## config.mk

```make
export PLATFORM = sky130hd
export DESIGN_NAME = rpn_control
export DESIGN_NICKNAME = d
export VERILOG_FILES = /design/src/hdl/assert_macros.svh /design/src/hdl/rpn_pkg.sv /design/src/hdl/rpn_control.sv
export SDC_FILE = /design/constraint.sdc
export NUM_CORES = 1
export LEC_CHECK = 0
export BUFFER_PORTS_ARGS = -buffer_cell sky130_fd_sc_hd__buf_2
export CAP_MARGIN = 20
export CORE_ASPECT_RATIO = 1.75
export CORE_MARGIN = 5
export CORE_UTILIZATION = 40
export DETAILED_ROUTE_END_ITERATION = 7
export PLACE_DENSITY_LB_ADDON = 0.3
export SLEW_MARGIN = 30
export SYNTH_ARGS = -nofsm -noshare
export SYNTH_HDL_FRONTEND = slang
export SYNTH_SLANG_ARGS = --single-unit
```

## constraint.sdc

```tcl
create_clock -name clock -period 5.4 [get_ports clock]
set_clock_uncertainty 0.15 [all_clocks]
set_input_delay 1.08 -clock clock [delete_from_list [all_inputs] [get_ports clock]]
set_output_delay 1.08 -clock clock [all_outputs]
set_load 0.02 [all_outputs]
```

## src/hdl/assert_macros.svh

```systemverilog
// Assertion macros used by the top-level RTL file
`ifndef ASSERT_MACROS_SVH
`define ASSERT_MACROS_SVH
`ifndef NO_ASSERTIONS
`define ASSERT_CLK(label, clk, rst, prop, msg) \
   label: assert property (@(posedge clk) disable iff (rst) prop) else $error(msg);
`define ASSERT_NORST(label, clk, prop, msg) \
   label: assert property (@(posedge clk) prop) else $error(msg);
`else
`define ASSERT_CLK(label, clk, rst, prop, msg)
`define ASSERT_NORST(label, clk, prop, msg)
`endif
`endif

```

## src/hdl/rpn_pkg.sv

```systemverilog
`timescale 1ns / 1ps
// ----------------------------------------------------------------------------
// rpn_pkg
// Types and codes shared by the RPN stack calculator modules.
// ----------------------------------------------------------------------------
package rpn_pkg;
   localparam logic [3:0] MODE_PUSH  = 4'd0;
   localparam logic [3:0] MODE_ADD   = 4'd1;
   localparam logic [3:0] MODE_SUB   = 4'd2;
   localparam logic [3:0] MODE_MUL   = 4'd3;
   localparam logic [3:0] MODE_DIV   = 4'd4;
   localparam logic [3:0] MODE_MOD   = 4'd5;
   localparam logic [3:0] MODE_PRINT = 4'd6;
   localparam logic [3:0] MODE_POP   = 4'd7;
   localparam logic [3:0] MODE_CLEAR = 4'd8;
   localparam logic [3:0] MODE_DUP   = 4'd9;
   localparam logic [3:0] MODE_SWAP  = 4'd10;
   localparam logic [3:0] MODE_PALL  = 4'd11;

   localparam logic [2:0] ST_OK    = 3'd0;
   localparam logic [2:0] ST_FULL  = 3'd1;
   localparam logic [2:0] ST_EMPTY = 3'd2;
   localparam logic [2:0] ST_NEED2 = 3'd3;
   localparam logic [2:0] ST_DIVZ  = 3'd4;
   localparam logic [2:0] ST_BAD   = 3'd5;

   typedef struct packed {
      logic [3:0]         mode;
      logic signed [31:0] operand;
   } req_type;

   typedef struct packed {
      logic signed [31:0] value;
      logic               has_value;
      logic [2:0]         status;
      logic [6:0]         depth;
      logic               last;
   } rsp_type;

   // datapath operations issued by the controller
   localparam logic [2:0] OP_NONE  = 3'd0;
   localparam logic [2:0] OP_RDTOP = 3'd1; // read top (n-1) and next (n-2)
   localparam logic [2:0] OP_RDIDX = 3'd2; // read entry at walk index
   localparam logic [2:0] OP_ALU   = 3'd3; // start alu on latched operands
   localparam logic [2:0] OP_WRA   = 3'd4; // write result to n-2
   localparam logic [2:0] OP_SWAP1 = 3'd5; // write b to n-2
   localparam logic [2:0] OP_SWAP2 = 3'd6; // write a to n-1
   localparam logic [2:0] OP_WRN   = 3'd7; // write push data / dup data to n

   typedef struct packed {
      logic [2:0] op;
      logic [6:0] addr;    // walk index or count snapshot
      logic [3:0] mode;
      logic       use_opnd;
   } dp_cmd_type;

   typedef struct packed {
      logic alu_done;
      logic b_zero;
   } dp_status_type;
endpackage

```

## src/hdl/rpn_control.sv

```systemverilog
`timescale 1ns / 1ps
// ----------------------------------------------------------------------------
// rpn_control
// Command sequencer: checks, drives datapath steps and emits responses.
// ----------------------------------------------------------------------------
module rpn_control #(
   parameter int STACK_DEPTH = 64,
   parameter int VALUE_BITS  = 32
) (
   input  logic                    clock,
   input  logic                    reset,
   input  logic                    start,
   input  rpn_pkg::req_type        req,
   output logic                    busy,
   output rpn_pkg::dp_cmd_type     cmd,
   input  rpn_pkg::dp_status_type  stat,
   input  logic [VALUE_BITS-1:0]   rd_data,
   input  logic [VALUE_BITS-1:0]   top_data,
   output logic                    strobe,
   output rpn_pkg::rsp_type        rsp
);
   import rpn_pkg::*;

   localparam logic [3:0] S_IDLE  = 4'd0;
   localparam logic [3:0] S_RD    = 4'd1;  // operand registers loaded, wait state
   localparam logic [3:0] S_EXEC  = 4'd2;  // operands valid
   localparam logic [3:0] S_ALU   = 4'd3;  // waiting alu
   localparam logic [3:0] S_WR    = 4'd4;  // write result
   localparam logic [3:0] S_SWAP2 = 4'd5;
   localparam logic [3:0] S_WALK  = 4'd6;  // issue read of walk index
   localparam logic [3:0] S_WOUT  = 4'd7;  // walk data valid
   localparam logic [3:0] S_DUPW  = 4'd8;  // dup write; never entered, dup writes from S_EXEC

   logic [3:0] state_ff, state_in;
   logic [3:0] mode_ff, mode_in;
   logic [6:0] n_ff, n_in, idx_ff, idx_in;
   logic       strobe_ff, strobe_in;
   rsp_type    rsp_ff, rsp_in;
   localparam logic [6:0] FULL = 7'(STACK_DEPTH);

   function automatic logic [31:0] ext(input logic [VALUE_BITS-1:0] v);
      return 32'($signed(v));
   endfunction

   always_comb begin
      state_in = state_ff;
      mode_in = mode_ff;
      n_in = n_ff;
      idx_in = idx_ff;
      strobe_in = 1'b0;
      rsp_in = rsp_ff;
      cmd = '0;
      cmd.mode = mode_ff;
      cmd.addr = n_ff;
      unique case (state_ff)
         S_IDLE: begin
            if (start) begin
               mode_in = req.mode;
               rsp_in = '0;
               rsp_in.last = 1'b1;
               rsp_in.depth = n_ff;
               unique case (req.mode)
                  MODE_PUSH: begin
                     if (n_ff >= FULL) begin
                        rsp_in.status = ST_FULL;
                     end else begin
                        cmd.op = OP_WRN;
                        cmd.use_opnd = 1'b1;
                        n_in = n_ff + 7'd1;
                        rsp_in.depth = n_in;
                     end
                     strobe_in = 1'b1;
                  end
                  MODE_ADD, MODE_SUB, MODE_MUL, MODE_DIV, MODE_MOD, MODE_SWAP: begin
                     if (n_ff < 7'd2) begin
                        rsp_in.status = ST_NEED2;
                        strobe_in = 1'b1;
                     end else begin
                        cmd.op = OP_RDTOP;
                        state_in = S_RD;
                     end
                  end
                  MODE_PRINT, MODE_POP: begin
                     if (n_ff == 7'd0) begin
                        rsp_in.status = ST_EMPTY;
                        strobe_in = 1'b1;
                     end else begin
                        cmd.op = OP_RDTOP;
                        state_in = S_RD;
                     end
                  end
                  MODE_DUP: begin
                     if (n_ff == 7'd0) begin
                        rsp_in.status = ST_EMPTY;
                        strobe_in = 1'b1;
                     end else if (n_ff >= FULL) begin
                        rsp_in.status = ST_FULL;
                        strobe_in = 1'b1;
                     end else begin
                        cmd.op = OP_RDTOP;
                        state_in = S_RD;
                     end
                  end
                  MODE_CLEAR: begin
                     n_in = 7'd0;
                     rsp_in.depth = 7'd0;
                     strobe_in = 1'b1;
                  end
                  MODE_PALL: begin
                     if (n_ff == 7'd0) begin
                        strobe_in = 1'b1;
                     end else begin
                        idx_in = n_ff - 7'd1;
                        state_in = S_WALK;
                     end
                  end
                  default: begin
                     rsp_in.status = ST_BAD;
                     strobe_in = 1'b1;
                  end
               endcase
            end
         end
         S_RD: state_in = S_EXEC;
         S_EXEC: begin
            unique case (mode_ff)
               MODE_SWAP: begin
                  cmd.op = OP_SWAP1;
                  state_in = S_SWAP2;
               end
               MODE_PRINT, MODE_POP: begin
                  rsp_in.value = ext(top_data);
                  rsp_in.has_value = 1'b1;
                  if (mode_ff == MODE_POP) begin
                     n_in = n_ff - 7'd1;
                  end
                  rsp_in.depth = n_in;
                  strobe_in = 1'b1;
                  state_in = S_IDLE;
               end
               MODE_DUP: begin
                  cmd.op = OP_WRN;
                  n_in = n_ff + 7'd1;
                  rsp_in.value = ext(top_data);
                  rsp_in.has_value = 1'b1;
                  rsp_in.depth = n_in;
                  strobe_in = 1'b1;
                  state_in = S_IDLE;
               end
               default: begin
                  if ((mode_ff == MODE_DIV || mode_ff == MODE_MOD) && stat.b_zero) begin
                     rsp_in.status = ST_DIVZ;
                     strobe_in = 1'b1;
                     state_in = S_IDLE;
                  end else begin
                     cmd.op = OP_ALU;
                     state_in = S_ALU;
                  end
               end
            endcase
         end
         S_ALU: begin
            if (stat.alu_done) begin
               state_in = S_WR;
            end
         end
         S_WR: begin
            cmd.op = OP_WRA;
            n_in = n_ff - 7'd1;
            rsp_in.depth = n_in;
            strobe_in = 1'b1;
            state_in = S_IDLE;
         end
         S_SWAP2: begin
            cmd.op = OP_SWAP2;
            strobe_in = 1'b1;
            state_in = S_IDLE;
         end
         S_WALK: begin
            cmd.op = OP_RDIDX;
            cmd.addr = idx_ff;
            state_in = S_WOUT;
         end
         S_WOUT: begin
            rsp_in.value = ext(rd_data);
            rsp_in.has_value = 1'b1;
            rsp_in.last = (idx_ff == 7'd0);
            strobe_in = 1'b1;
            if (idx_ff == 7'd0) begin
               state_in = S_IDLE;
            end else begin
               idx_in = idx_ff - 7'd1;
               cmd.op = OP_RDIDX;
               cmd.addr = idx_in;
            end
         end
         default: state_in = S_IDLE;
      endcase
   end

   always_ff @(posedge clock) begin
      if (reset) begin
         state_ff <= S_IDLE;
         n_ff <= '0;
         idx_ff <= '0;
         strobe_ff <= 1'b0;
      end else begin
         state_ff <= state_in;
         n_ff <= n_in;
         idx_ff <= idx_in;
         strobe_ff <= strobe_in;
      end
      mode_ff <= mode_in;
      rsp_ff <= rsp_in;
   end

   assign busy = (state_ff != S_IDLE);
   assign strobe = strobe_ff;
   assign rsp = rsp_ff;
endmodule

```

Word-level counts from Yosys, hierarchy flattened

Index checks and enable logic that the tools add are counted.

Register bits after elaboration: 67
Logic and storage cells: 142
Input port bits: 105

Equality and inequality tests: 40
Muxes and demuxes: 61
$lt $le $gt $ge: 2
$add $sub $neg: 3
Reductions and logical operators: 26

Operator list:

| kind                                              | number |
|---|---|
| one-hot mux 33 bit (3 select lines)               | 1 |
| one-hot mux 7 bit (2 select lines)                | 4 |
| 2-to-1 mux 7 bit                                  | 7 |
| == test 4 x 3 -> 1 bit (second input constant)    | 12 |
| 2-to-1 mux 44 bit                                 | 1 |
| one-hot mux 7 bit (3 select lines)                | 2 |
| 2-to-1 mux 33 bit                                 | 1 |
| 2-to-1 mux 4 bit                                  | 8 |
| == test 4 bit (second input constant)             | 6 |
| one-hot mux 4 bit (6 select lines)                | 1 |
| one-hot mux 3 bit (6 select lines)                | 1 |
| == test 4 x 2 -> 1 bit (second input constant)    | 4 |
| inequality test 2 bit (second input constant)     | 8 |
| one-hot mux 4 bit (4 select lines)                | 1 |
| 2-to-1 mux 1 bit                                  | 15 |
| 2-to-1 mux 3 bit                                  | 5 |
| inequality test 3 bit (second input constant)     | 5 |
| one-hot mux 3 bit (5 select lines)                | 1 |
| logical NOT 7 bit                                 | 2 |
| subtractor 7 x 1 -> 7 bit (second input constant) | 2 |
| one-hot mux 3 bit (4 select lines)                | 1 |
| 2-to-1 mux 9 bit                                  | 1 |
| one-hot mux 3 bit (3 select lines)                | 1 |
| AND reduction 9 bit                               | 1 |
| other kinds (26)                                  | 41 |

Longest topological paths before layout

Depth in word-level cells: 6
Gate-level depth with buffers: 8
Mapped depth without buffers: 7

Least setup slack after synthesis

No wires, ideal clock.

Path type: input to register
From: in start
To: reg rsp_ff, in the netlist rsp[11], enable pin
Required time: 4777 ps
Path slack: 1005 ps
Arrival: 3772 ps
Stages: 3
Cells stage by stage: inv_1 -> o21a_1 -> o31ai_1

Cells in the longest elaborated chain, start to end: 2

Ends and longest elaborated chain:

| what                                   | RTL line           | source |
|---|---|---|
| from (decl)                            | rpn_control.sv:12  | `input logic start,` |
| inequality test 2 bit (no source line) | --                 |  |
| AND reduction 3 bit (no source line)   | --                 |  |
| to (signal assigned)                   | rpn_control.sv:214 | `rsp_ff <= rsp_in;` |
| to (decl)                              | rpn_control.sv:38  | `rsp_type rsp_ff, rsp_in;` |

Every way passes these cells.
A chain may end at the register's enable or synchronous reset.

==> run_results.csv <==
group,metric,value,unit
critical_path,startpoint_type,"register",
placement,gp_congestion,1.003,
cts,cts_tree,"done",
yosys,ys_ff_latch,66,
outcome,outcome,"completed",
timing,rsz0062_at_grt,"no",
cts,htree_num_levels,3,
placement,place_inst,665,
critical_path,r2r-end,"n_ff[6]$_SDFFE_PP0P_",
critical_path,r2r_cells,7,
timing,slew_headroom,0.3253,
pwr,power.density,542.2,mW/mm^2
drt,drc_errors,0,
cts,cts_buffer_depth,2,
grt,antenna_found_initial,0,
cts,cts.root.buffer_cell,"clkbuf_16",
timing,tns,0,ns
cts,clkSinkCount,66,
grt,track_usage,0.2036,
finish,stdcell_area,0.005140,mm^2
yosys,synth_top_cell_by_area,"edfxtp_1",
cts,worstSkewPairLatency,0.33,ns
drt,dr.pass1.iters,4,
drt,routed_wl,12820,um
timing,hold_viol_final,0,
finish,multi_input_area,0.002128,mm^2
drt,ant_nets,0,
cts,hold_buffers,0,
timing,layout_setup_ws,1.564,ns
timing,clock.fmax,260.7,MHz
finish,syn2layout_area_growth,24.52,%
yosys,synth_top_area_share,0.3492,
die,die-area,0.01253,mm^2
die,start_util,0.4056,
yosys,synthFlopType,"edfxtp_1",
yosys,synthesis.area,0.004128,mm^2
yosys,synth.most_common_cell,"edfxtp_1",
yosys,ys_warn_count,0,
yosys,syn-num-nets,544,
die,num_io_pins,166,
grt,grt_pass1_vias,3956,
grt,grt_start_max_net_pins,38,
yosys,synth_cells,435,
yosys,syn_avg_cell_area,9.489,um^2
yosys,synth_commonest_cells,"edfxtp_1, nor2_1, a22o_1",
finish,final_nets,658,
drt,vias,3976,
grt,grt_remaining_overflow,0,
yosys,synth.yosys.seq_area_share,0.4365,
critical_path,reg2reg_slack,2.32,ns
placement,dp_hpwl,9656,um
die,core.rowCount,49,
timing,hold_ws,0.3379,ns
pwr,leakagePower,2.149,nW
cts,cts.clk_slew.worst_paths,0.06,ns
die,die_h,144.4,um
yosys,async_reset_ff_frac,0,
job,drv_cap,0,
critical_path,criticalPathCategory,"register to output port",
cts,cts_resized,0,
die,die_w,86.79,um
cts,post_cts_buffers,0,
critical_path,crit_required,4.17,ns
placement,post_dp_cell_area,0.004852,mm^2
critical_path,path_max_fanout,25,
finish,seqCellArea,0.001802,mm^2
finish,n_antenna_cell,0,
yosys,synth_edf_count,48,
finish,fillers,981,
pwr,peakVddDrop,259.7,uV
yosys,ys_top_cells_by_area,"edfxtp_1, dfxtp_1, a22o_1",
timing,final_max_slew_viol_count,0,
placement,portBuffers,133,
finish,layout-drive-gt1-share,0.3105,
cts,numCtsBuffers,9,
drt,wl_per_cell,18.82,um
critical_path,cp-endpoint,"cmd[8]",
critical_path,crit_start,"state_ff[2]$_SDFFE_PP0P_",
hold_path,hold_path_class,"register to register",
drt,vias_per_cell,5.838,
critical_path,crit_arrival,2.61,ns
drt,drtIter0Drc,348,
critical_path,reg2reg_from,"state_ff[2]$_SDFFE_PP0P_",
finish,fin_cells,681,
critical_path,end_kind,"output port",
die,fp.coreArea,0.01018,mm^2
timing,worst_slew_pin_slew,0.9984,ns
timing,fin_crit_sh,0.7103,
grt,grt_pass1_wl,19800,um
placement,pre_cts_ws,1.680,ns
timing,setup_viol,0,
yosys,ys_types,72,
timing,fin_crit,3.836,ns
==> state kept, by name, summed over array words and instances (netlist names) <==
name      cells
strobe        1
mode_ff       4
idx_ff        7
rsp          44
n_ff          7
state_ff      3
==> layout by cell type, fill, tap and decap left out, types with 4 or more instances in the layout <==
| cell type | n |
|---|---|
| nand4_1 | 4 |
| a31oi_1 | 10 |
| a21oi_1 | 18 |
| edfxtp_1 | 48 |
| nand2b_1 | 6 |
| dfxtp_1 | 18 |
| buf_2 | 133 |
| o21a_1 | 6 |
| a21o_1 | 6 |
| nand3b_1 | 5 |
| ha_1 | 4 |
| o22ai_1 | 5 |
| inv_1 | 16 |
| and3_1 | 6 |
| a32oi_1 | 4 |
| or3_1 | 5 |
| o21ai_1 | 5 |
| clkbuf_16 | 9 |
| a211o_1 | 4 |
| nor3_1 | 5 |
| nand3_1 | 15 |
| a22o_1 | 32 |
| nor2_1 | 34 |
| o31ai_1 | 5 |
| nand2_1 | 30 |
| o21ai_0 | 31 |
| xnor2_1 | 9 |
| buf_4 | 4 |
==> layer usage <==
layer / wire length (um) / GRT usage / up-vias
met5: 0 / 0 / -
met4: 439 / 0.1067 / 0
met3: 925 / 0.04504 / 30
met2: 6850 / 0.3781 / 186
met1: 4604 / 0.2070 / 1855
li1: - / - / 1905
==> layout make-up <==
type / instances / area share
clock buffer: 11 / 0.04528
clock inverter: 5 / 0.01071
inverter: 18 / 0.01315
multi-input combinational: 317 / 0.4141
sequential: 66 / 0.3505
tap: 127 / 0.03092
timing repair buffer: 137 / 0.1353
==> stage by stage <==
step | util | total power [mW]
CTS | 0.5050 | 2.801
detailed placement | 0.4768 | 2.226
finish | 0.5050 | 2.787
global placement | 0.4768 | 2.211
floorplan | - | 1.818
global route | 0.5050 | 2.943
==> cell families (layout without fill, tap and decap cells) <==
| group | Yosys count | in the layout | synth area share |
|---|---|---|---|
| AOI/OAI and AO/OA | 160 | 160 | 0.2828 |
| xor gates and xnor gates | 10 | 10 | 0.02122 |
| adders and majority gates | 4 | 4 | 0.01213 |
| buffers and inverters | 52 | 171 | 0.05123 |
| DFF | 66 | 66 | 0.4365 |
| muxes | 3 | 3 | 0.007275 |
| and+or+nand+nor | 140 | 140 | 0.1889 |
==> power breakdown <==
part | total (mW) | switching, mW | internal (mW) | leakage [nW]
clock | 0.564 | 0.208 | 0.355 | 0.136
combinational | 1.29 | 0.851 | 0.435 | 1.39
sequential | 0.937 | 0.147 | 0.790 | 0.622
total | 2.79 | 1.21 | 1.58 | 2.15
==> how the worst min path moves through the flow <==
| stage | from | to | depth (start not counted) |
|---|---|---|---|
| 2_1_floorplan | idx_ff[6]$_SDFFE_PP0P_ | idx_ff[6]$_SDFFE_PP0P_ | 2 |
| 3_3_place_gp | idx_ff[6]$_SDFFE_PP0P_ | idx_ff[6]$_SDFFE_PP0P_ | 2 |
| 3_5_place_dp | idx_ff[6]$_SDFFE_PP0P_ | idx_ff[6]$_SDFFE_PP0P_ | 2 |
| 4_1_cts | idx_ff[6]$_SDFFE_PP0P_ | idx_ff[6]$_SDFFE_PP0P_ | 2 |
| 5_1_grt | idx_ff[6]$_SDFFE_PP0P_ | idx_ff[6]$_SDFFE_PP0P_ | 2 |
| 6_report | idx_ff[6]$_SDFFE_PP0P_ | idx_ff[6]$_SDFFE_PP0P_ | 2 |
==> critical path, cell delays in order, from the launching register on <==
cell and delay [ns]:
dfxtp_1 0.95, nand3_1 0.23, a21oi_2 0.46, inv_2 0.08
o211a_1 0.24, o21ai_1 0.13, buf_2 0.18
Power figures use the tool's default switching activity.
